===== src/rtl/hfd_pkg.sv =====
`timescale 1ns / 1ps

package hfd_pkg;

  // CRC-8 over each data word: polynomial x^8 + x^5 + x^4 + 1, MSB first
  localparam logic [7:0] CRC_POLY = 8'h31;
  localparam logic [7:0] CRC_INIT = 8'hFF;

  localparam logic [4:0] GAIN_RESET = 5'd9;

  // Scaling constants
  localparam logic [23:0] TEMP_SLOPE  = 24'd175;
  localparam logic [23:0] TEMP_OFFSET = 24'd2949075;  // 45 * 65535
  localparam logic [25:0] HUM_SCALE   = 26'd1000;
  localparam logic [16:0] FULL_SCALE  = 17'd65535;

  // Byte positions within a reply
  localparam logic [2:0] POS_T_HI  = 3'd0;
  localparam logic [2:0] POS_T_LO  = 3'd1;
  localparam logic [2:0] POS_T_CRC = 3'd2;
  localparam logic [2:0] POS_H_HI  = 3'd3;
  localparam logic [2:0] POS_H_LO  = 3'd4;
  localparam logic [2:0] POS_H_CRC = 3'd5;

  // Result status codes
  localparam logic [1:0] STATUS_OK       = 2'd0;
  localparam logic [1:0] STATUS_TEMP_CRC = 2'd1;
  localparam logic [1:0] STATUS_HUM_CRC  = 2'd2;

  typedef struct packed {
    logic [7:0] rx_byte;
    logic       frame_start;
  } byte_in_t;

  typedef struct packed {
    logic signed [12:0] temp_tenths;
    logic [9:0]         humidity_tenths;
    logic [1:0]         status;
  } result_t;

  function automatic logic [7:0] crc8_byte(input logic [7:0] crc_in,
                                           input logic [7:0] data);
    logic [7:0] crc;
    crc = crc_in ^ data;
    for (int k = 0; k < 8; k++) begin
      if (crc[7]) begin
        crc = {crc[6:0], 1'b0} ^ CRC_POLY;
      end else begin
        crc = {crc[6:0], 1'b0};
      end
    end
    return crc;
  endfunction

endpackage


===== src/rtl/humidity_temp_frame_decoder_top.sv =====
`timescale 1ns / 1ps

// Channel   | Dir | Handshake                 | Payload
// byte      | in  | byte_valid / byte_ready   | byte_data  (hfd_pkg::byte_in_t)
// result    | out | result_valid / result_ready | result   (hfd_pkg::result_t)
// gain cfg  | in  | gain_we                   | gain_wdata (5 bits, gain in tenths)
//
// One reply byte is taken per cycle while byte_ready is high; the frame tracker and CRC-8 step
// sit before the frame regs. The edge that accepts the sixth byte loads the gain product; the
// estimates by 65535 and then the corrected output register, which raises result_valid, follow.
// Synchronous reset returns the byte counter to byte 0, the CRC to 0xFF and the gain to 9.
// A stalled result holds the pipeline; byte_ready drops only when the first stage is full
// and cannot advance.

module humidity_temp_frame_decoder_top (
  input  logic              clk,
  input  logic              rst,
  input  logic              byte_valid,
  output logic              byte_ready,
  input  hfd_pkg::byte_in_t byte_data,
  output logic              result_valid,
  input  logic              result_ready,
  output hfd_pkg::result_t  result,
  input  logic              gain_we,
  input  logic [4:0]        gain_wdata
);

  // Configuration
  logic [4:0] gain;

  // Frame tracking state
  logic [2:0]  byte_index;
  logic [7:0]  running_crc;
  logic [7:0]  word_high;
  logic [15:0] temp_word;
  logic        temp_crc_bad;
  logic [23:0] temp_mag;   // |175*ST - 45*65535|
  logic        temp_neg;
  logic [25:0] hum_num;    // 1000*SRH

  // Pipeline stage 1: products
  logic        v1;
  logic [28:0] s1_tprod;
  logic        s1_tneg;
  logic [25:0] s1_hnum;
  logic [1:0]  s1_status;

  // Pipeline stage 2: quotient estimates and remainders
  logic        v2;
  logic [12:0] s2_tq;
  logic [16:0] s2_tr;
  logic        s2_tneg;
  logic [9:0]  s2_hq;
  logic [16:0] s2_hr;
  logic [1:0]  s2_status;

  logic adv1, adv2, adv3;
  logic byte_fire;
  logic [2:0] idx;
  logic [7:0] crc_step;
  logic [23:0] temp_scaled;
  logic [1:0] status_now;

  logic [29:0] t_sum, t_rem_w;
  logic [12:0] t_est;
  logic [26:0] h_sum, h_rem_w;
  logic [9:0]  h_est;
  logic [12:0] t_mag_q;
  logic [9:0]  h_q;

  // Stall chain: a stage moves when it is empty or the next one moves
  assign adv3 = !result_valid || result_ready;
  assign adv2 = !v2 || adv3;
  assign adv1 = !v1 || adv2;
  assign byte_ready = adv1;
  assign byte_fire  = byte_valid && byte_ready;

  // frame_start forces byte 0
  assign idx = byte_data.frame_start ? hfd_pkg::POS_T_HI : byte_index;

  assign crc_step    = hfd_pkg::crc8_byte(running_crc, byte_data.rx_byte);
  assign temp_scaled = hfd_pkg::TEMP_SLOPE * {8'h00, temp_word};

  always_comb begin
    if (temp_crc_bad) begin
      status_now = hfd_pkg::STATUS_TEMP_CRC;
    end else if (byte_data.rx_byte != running_crc) begin
      status_now = hfd_pkg::STATUS_HUM_CRC;
    end else begin
      status_now = hfd_pkg::STATUS_OK;
    end
  end

  // Frame tracking and configuration
  always_ff @(posedge clk) begin
    if (rst) begin
      gain         <= hfd_pkg::GAIN_RESET;
      byte_index   <= hfd_pkg::POS_T_HI;
      running_crc  <= hfd_pkg::CRC_INIT;
      word_high    <= 8'h00;
      temp_word    <= 16'h0000;
      temp_crc_bad <= 1'b0;
    end else begin
      if (gain_we) begin
        gain <= gain_wdata;
      end
      if (byte_fire) begin
        unique case (idx) inside
          hfd_pkg::POS_T_HI, hfd_pkg::POS_H_HI: begin
            // Restart the CRC on the first byte of each word
            running_crc <= hfd_pkg::crc8_byte(hfd_pkg::CRC_INIT, byte_data.rx_byte);
            word_high   <= byte_data.rx_byte;
          end
          hfd_pkg::POS_T_LO: begin
            running_crc <= crc_step;
            temp_word   <= {word_high, byte_data.rx_byte};
          end
          hfd_pkg::POS_T_CRC: begin
            temp_crc_bad <= (byte_data.rx_byte != running_crc);
          end
          hfd_pkg::POS_H_LO: begin
            running_crc <= crc_step;
          end
          default: begin
          end
        endcase
        byte_index <= (idx >= hfd_pkg::POS_H_CRC) ? hfd_pkg::POS_T_HI : idx + 3'd1;
      end
    end
  end

  // Gain-independent precompute while the temperature CRC and humidity low bytes arrive
  always_ff @(posedge clk) begin
    if (byte_fire && idx == hfd_pkg::POS_T_CRC) begin
      if (temp_scaled >= hfd_pkg::TEMP_OFFSET) begin
        temp_mag <= temp_scaled - hfd_pkg::TEMP_OFFSET;
        temp_neg <= 1'b0;
      end else begin
        temp_mag <= hfd_pkg::TEMP_OFFSET - temp_scaled;
        temp_neg <= 1'b1;
      end
    end
    if (byte_fire && idx == hfd_pkg::POS_H_LO) begin
      hum_num <= hfd_pkg::HUM_SCALE * {10'h000, word_high, byte_data.rx_byte};
    end
  end

  // Stage 1: apply the gain on the sixth byte, using the gain in force now
  always_ff @(posedge clk) begin
    if (rst) begin
      v1 <= 1'b0;
    end else if (adv1) begin
      v1 <= byte_fire && idx == hfd_pkg::POS_H_CRC;
    end
  end

  always_ff @(posedge clk) begin
    if (adv1) begin
      s1_tprod  <= {5'h00, temp_mag} * {24'h000000, gain};
      s1_tneg   <= temp_neg;
      s1_hnum   <= hum_num;
      s1_status <= status_now;
    end
  end

  // Divide by 65535: q ~ (x + x/65536) / 65536, never high and at most one low
  assign t_sum   = {1'b0, s1_tprod} + {17'h00000, s1_tprod[28:16]};
  assign t_est   = t_sum[28:16];
  assign t_rem_w = {1'b0, s1_tprod} - {1'b0, t_est, 16'h0000} + {17'h00000, t_est};

  assign h_sum   = {1'b0, s1_hnum} + {17'h00000, s1_hnum[25:16]};
  assign h_est   = h_sum[25:16];
  assign h_rem_w = {1'b0, s1_hnum} - {1'b0, h_est, 16'h0000} + {17'h00000, h_est};

  // Stage 2: hold the estimates and their remainders
  always_ff @(posedge clk) begin
    if (rst) begin
      v2 <= 1'b0;
    end else if (adv2) begin
      v2 <= v1;
    end
  end

  always_ff @(posedge clk) begin
    if (adv2) begin
      s2_tq     <= t_est;
      s2_tr     <= t_rem_w[16:0];
      s2_tneg   <= s1_tneg;
      s2_hq     <= h_est;
      s2_hr     <= h_rem_w[16:0];
      s2_status <= s1_status;
    end
  end

  // Correct the estimates when a whole divisor is left in the remainder
  assign t_mag_q = s2_tq + {12'h000, (s2_tr >= hfd_pkg::FULL_SCALE)};
  assign h_q     = s2_hq + {9'h000, (s2_hr >= hfd_pkg::FULL_SCALE)};

  // Stage 3: output register
  always_ff @(posedge clk) begin
    if (rst) begin
      result_valid <= 1'b0;
    end else if (adv3) begin
      result_valid <= v2;
    end
  end

  always_ff @(posedge clk) begin
    if (adv3) begin
      result.status <= s2_status;
      if (s2_status == hfd_pkg::STATUS_OK) begin
        // Truncate toward zero: negate the magnitude quotient
        result.temp_tenths     <= s2_tneg ? -$signed(t_mag_q) : $signed(t_mag_q);
        result.humidity_tenths <= h_q;
      end else begin
        // Drop the values of a reply with a CRC failure
        result.temp_tenths     <= 13'sd0;
        result.humidity_tenths <= 10'd0;
      end
    end
  end

endmodule


===== config.mk =====
export PLATFORM = sky130hd
export DESIGN_NAME = humidity_temp_frame_decoder_top
export DESIGN_NICKNAME = d
export VERILOG_FILES = /design/src/rtl/hfd_pkg.sv /design/src/rtl/humidity_temp_frame_decoder_top.sv
export SDC_FILE = /design/constraint.sdc
export NUM_CORES = 1
export LEC_CHECK = 0
export ABC_AREA = 0
export BUFFER_PORTS_ARGS = -buffer_cell sky130_fd_sc_hd__buf_2
export CAP_MARGIN = 0
export CORE_MARGIN = 5
export CORE_UTILIZATION = 57
export DETAILED_ROUTE_END_ITERATION = 8
export GPL_TIMING_DRIVEN = 0
export PLACE_DENSITY = 0.74
export SLEW_MARGIN = 20
export SYNTH_ARGS = -nofsm -noshare
export SYNTH_HDL_FRONTEND = slang
export SYNTH_SLANG_ARGS = --single-unit

===== constraint.sdc =====
create_clock -name clk -period 7.5 [get_ports clk]
set_input_delay 0.75 -clock clk [delete_from_list [all_inputs] [get_ports clk]]
set_output_delay 0.75 -clock clk [all_outputs]
set_load 0.03 [all_outputs]

* Word-level counts from Yosys, hierarchy flattened
Index checks and enable logic that the tools add are counted.
Storage, ports and cells: register bits after elaboration 232, output and inout port bits 27, word-level logic and storage cells 131
Cells by class: add/subtract/negate cells 12, $mul 3, $lt $le $gt $ge 4, equal/unequal tests 6, muxes and demuxes 44, bitwise operators 18, reductions and logical operators 19
Operators by type and width (number):
- 2-to-1 mux 8 bit | 21
- 2-to-1 mux 6 bit | 16
- inverter 3 bit | 16
- greater-or-equal comparator 17 x 16 -> 1 bit, second input constant | 2
- subtractor 17 bit | 2
- adder 29 x 13 -> 29 bit | 1
- multiplier 24 x 5 -> 29 bit | 1
- adder 26 x 10 -> 26 bit | 1
- greater-or-equal comparator 24 x 22 -> 1 bit, second input constant | 1
- multiplier 8 x 16 -> 24 bit, first input constant | 1
- 2-to-1 mux 24 bit | 1
- subtractor 22 x 24 -> 24 bit, first input constant | 1
- subtractor 24 x 22 -> 24 bit, second input constant | 1
- multiplier 7 x 16 -> 23 bit, first input constant | 1
- adder 17 x 10 -> 17 bit | 1
- adder 17 x 13 -> 17 bit | 1
- case mux 8 bit (2 select lines) | 1
- adder 13 x 1 -> 13 bit | 1
- 2-to-1 mux 13 bit | 1
- negation 13 bit | 1
- adder 10 x 1 -> 10 bit | 1
- != test 8 bit | 1
- inverter 8 bit | 1
- AND reduction 2 bit | 4
- 16 further kinds | 27

* Longest topological paths before layout
depth after elaboration 40, gate-level depth with buffers 24, gate-level depth less buffers 24

* Worst setup path before layout
OpenSTA, ideal clock, no wires.
kind reg2reg, start reg temp_word[4], end reg temp_mag[21] (data pin), arrival 5543 ps, required time 7228 ps, setup slack 1685 ps, cell stages (with the launch flop) 21, path buffers 2, period minus slack after synthesis 5815 ps, path through dfxtp_1 ha_1 fa_1 fa_1 inv_1 fa_1 inv_1 ha_1 a2111oi_1 o21ai_0 a21boi_1 o211ai_2 or4_1 buf_2 nor3_4 a21oi_2 o311ai_4 inv_4 buf_6 mux2i_1 xnor2_1
On the way: cells in the longest elaborated chain, start to end 3
Ends and longest elaborated chain:
- start, declared | line humidity_temp_frame_decoder_top.sv:35 | logic [15:0] temp_word;
- start signal, assigned | line humidity_temp_frame_decoder_top.sv:116 | temp_word <= {word_high, byte_data.rx_byte};
- multiplier 8 x 16 -> 24 bit * | line humidity_temp_frame_decoder_top.sv:82 | assign temp_scaled = hfd_pkg::TEMP_SLOPE * {8'h00, temp_word};
- subtractor 22 x 24 -> 24 bit (tied with other cells) | line humidity_temp_frame_decoder_top.sv:139 | temp_mag <= hfd_pkg::TEMP_OFFSET - temp_scaled;
- 2-to-1 mux 24 bit * | line humidity_temp_frame_decoder_top.sv:135 | if (temp_scaled >= hfd_pkg::TEMP_OFFSET) begin
- end signal, assigned | line humidity_temp_frame_decoder_top.sv:136 | temp_mag <= temp_scaled - hfd_pkg::TEMP_OFFSET;
- end signal, assigned | line humidity_temp_frame_decoder_top.sv:139
- end, declared | line humidity_temp_frame_decoder_top.sv:37 | logic [23:0] temp_mag;
Mark *: on every way between the ends. The rest lies on a longest branch, timed or not. A chain may end at the register's enable or synchronous reset.

* Final worst setup path
start reg temp_word[1], end reg temp_mag[9] (data pin)
The elaborated chain is that of the path after synthesis.

==> summary.txt <==
Timing
  • Rel. slew slack: about a third
  • Clk_skew: about 0.032 ns
  • Fin crit share: between 80% and 90%
  • Setup Viol. Count Final: 0
  • Max Clk Rate: 153 MHz
  • Setup_tns: 0 ns
  • Final hold vios: 0
  • Max Slew Vio Count: 0
  • Hold Worst Slack: 0.394 ns
  • RSZ-0062 raised after global routing: false
  • Slew @ Worst Pin: around 0.98 ns
  • Min cycle time layout: around 6.5 ns
  • Post-layout worst setup margin: between 0.9 and 1 ns

Placement
  • Hpwl dp: about 34000 um
  • Post-placement worst setup slack: about 0.95 ns
  • DP Area: approximately 0.022 mm2
  • Routability cong.: around 0.86
  • Port bufs: 43
  • Placed Cells: between 2000 and 3000

Clock network
  • TritonCTS buffer count: 25
  • Clk buf depth: 3
  • Sink Count: between 200 and 250
  • CTS resizes: 0
  • CTS tree: yes
  • Clk pin slew, worst setup/hold paths: around 0.060 ns
  • Clock root buffer: clkbuf_16
  • Setup Fix Bufs, Post-CTS: 0
  • Worst skew pair latency: between 0.5 and 0.6 ns
  • H-tree depth: 1
  • Hold buffers post-CTS: 0

Status
  • Status: finished clean

Hold path
  • Worst Hold Class: reg2reg
  • Hold path start: hum_num[10]
  • Hold depth: 0
  • Worst Hold Path EP: s1_hnum[10]

Yosys
  • Simple-gate share of the synthesized area: between 10% and 20%
  • Yosys top cell area share: about a quarter
  • Sequential fraction of the synthesis area: 30.6%
  • Post-Synth XOR/XNOR Area: 8.50%
  • Synthesized instance count: about 2100
  • Synth async-reset ratio: 0%
  • EDFF count, synth: 186
  • Cell taking the most area after synthesis: edfxtp_1
  • Post-synthesis compound-gate area fraction: 9.89%
  • Synth Area per Inst: about 10 um2
  • Flops & latches, synth: 230
  • Largest family of logic cells by synthesized area: adder cells
  • Adder-Cell Fraction of Synth Area: 30.9%
  • Mux cell area share after synthesis: under 10%
  • Post-synthesis cell area: between 0.02 and 0.025 mm2
  • Synth area leaders: edfxtp_1, fa_1, ha_1
  • Warnings from Yosys: 0
  • Mapped Nets: between 2000 and 3000
  • Netlist cell types: 73
  • Predominant post-synthesis flop cell: edfxtp_1

Power and ir drop
  • Leak Pwr: between 10 and 15 nW
  • Pwr per Cell Area: approximately 260 mW/mm2
  • VDD IR-drop max: around 0.19 mV
  • Power, Total: ~6.1 mW

Worst setup path
  • Reg2reg start: temp_word[1]
  • Endpoint class of the critical path: flop
  • CP startpoint kind: flop
  • Critical path class: reg2reg
  • Reg2reg end: temp_mag[9]
  • Worst Path Arrival: between 6 and 7 ns
  • CP max FO: 10
  • R2r worst-path depth: 22
  • Worst EP required: just under 8 ns
  • R2R Setup Slk: a little under 1 ns

Finish
  • Area grow syn2layout: 8.49%
  • Util after Layout: a little over three fifths
  • Share of post-route cells with drive strength above 1: 5.60%
  • Commonest cells after routing, fill and taps aside: inv_1, ha_1, edfxtp_1
  • # fillers: around 3000
  • # nets final: about 2600
  • Reg area: 0.00647 mm2
  • Commonest non-fill, non-tap cell in the layout: inv_1
  • Area occupied by multi-input gates: approximately 0.013 mm2
  • Final instance area: between 0.02 and 0.025 mm2
  • Finished Layout Cells: roughly 2600

Routing
  • Initial DRC count: roughly 780
  • DRT antenna net count: 0
  • Vias: 14500
  • Drt pass-1 iters: 5
  • Via density: about 5.5
  • DR WL/cell: about 15 um
  • DRT Wirelength: between 40000 and 50000 um
  • DRC errors left: 0

Global routing
  • Total GRT Usage: between 20% and 30%
  • Largest net degree at the start of global routing: 59
  • First-pass GRT wire length: slightly above 70000 um
  • Total gr overflow: 0
  • Vias in the first global route: around 15000
  • Initial antenna violation count: 1

Job
  • Max-Cap Viols: 0

Die
  • Num ports: 46
  • Die X: between 200 and 250 um
  • Die Span Y: ~200 um
  • Floorplan Core Area: between 0.03 and 0.04 mm2
  • Starting Density: 57.7%
  • Std-Cell Rows: 70
  • Die area: between 0.04 and 0.05 mm2
## power by group
part | switching (mW) | total, mW | internal [mW]
Sequential | 0.169 | 1.90 | 1.73
Clock | 0.511 | 1.36 | 0.848
Combinational | 1.56 | 2.80 | 1.24
## sequential cells by signal (all words and copies together), names as in the netlist, 2 cells and up
register	count
byte_index	3
gain	5
hum_num	23
result	25
running_crc	8
s1_hnum	23
s1_status	2
s1_tprod	29
s2_hq	10
s2_hr	15
s2_status	2
s2_tq	13
s2_tr	17
temp_mag	24
temp_word	16
word_high	8
## area by class of cell
class	count	area share (%)
Sequential cell	230	28.2
Multi-Input combinational cell	1531	58.7
Inverter	287	4.71
Clock buffer	31	2.92
Buffer	38	0.677
Antenna cell	1	0.0109
Clock inverter	15	1.14
Tap cell	468	2.56
Timing Repair Buffer	45	1.08
## routing by layer
metal,track usage (%),share of wire [%]
met1,27.3,45
met5,0,0.032
met2,35.7,49
met4,5.21,2.6
met3,1.88,3.6
## synth_stat cells (19+ instances only)
master	count
edfxtp_1	186
and2_1	63
and3_1	28
nand3_1	45
nor3_1	25
ha_1	245
a21oi_1	111
clkbuf_1	33
nor2_1	123
xor2_1	72
nor2b_1	19
inv_1	285
nand2_1	180
dfxtp_1	44
xnor2_1	133
o21ai_0	41
a21o_1	34
fa_1	173
mux2i_1	31
## cells by family (layout without fill, tap and decap cells)
group / after synthesis / after routing
and+or+nand+nor: 560 / 560
adders and majority gates: 418 / 418
buffers and inverters: 325 / 416
AOI/OAI and AO/OA: 317 / 317
DFF: 230 / 230
xor gates and xnor gates: 205 / 205
muxes: 31 / 31
other: 0 / 1
## worst max-delay path, cell delays in order (launching register included)
cell and delay, ns:
dfxtp_1 0.40, ha_1 0.32, inv_1 0.05, fa_1 0.53, inv_1 0.06, fa_1 0.54, inv_1 0.06, fa_1 0.53
inv_1 0.04, ha_1 0.39, o211ai_1 0.17, o21ai_0 0.25, xor2_1 0.43, o211ai_2 0.21, or4_1 0.49, buf_2 0.17
nor3_4 0.23, a21oi_2 0.16, o311ai_4 0.56, inv_4 0.16, buf_6 0.20, mux2i_1 0.20, xnor2_1 0.09
## how the worst max path moves through the flow
stage	startpoint	to	slack [ns]	depth (start not counted)
2_1_floorplan	temp_word[4]	temp_mag[21]	1.69	20
3_3_place_gp	temp_word[4]	temp_mag[21]	1.03	20
3_5_place_dp	temp_word[4]	temp_mag[9]	0.95	20
4_1_cts	temp_word[4]	temp_mag[9]	0.92	20
5_1_grt	temp_word[4]	temp_mag[14]	0.45	20
6_report	temp_word[1]	temp_mag[9]	0.98	22
Note: power is estimated with default switching activity, not from simulation.
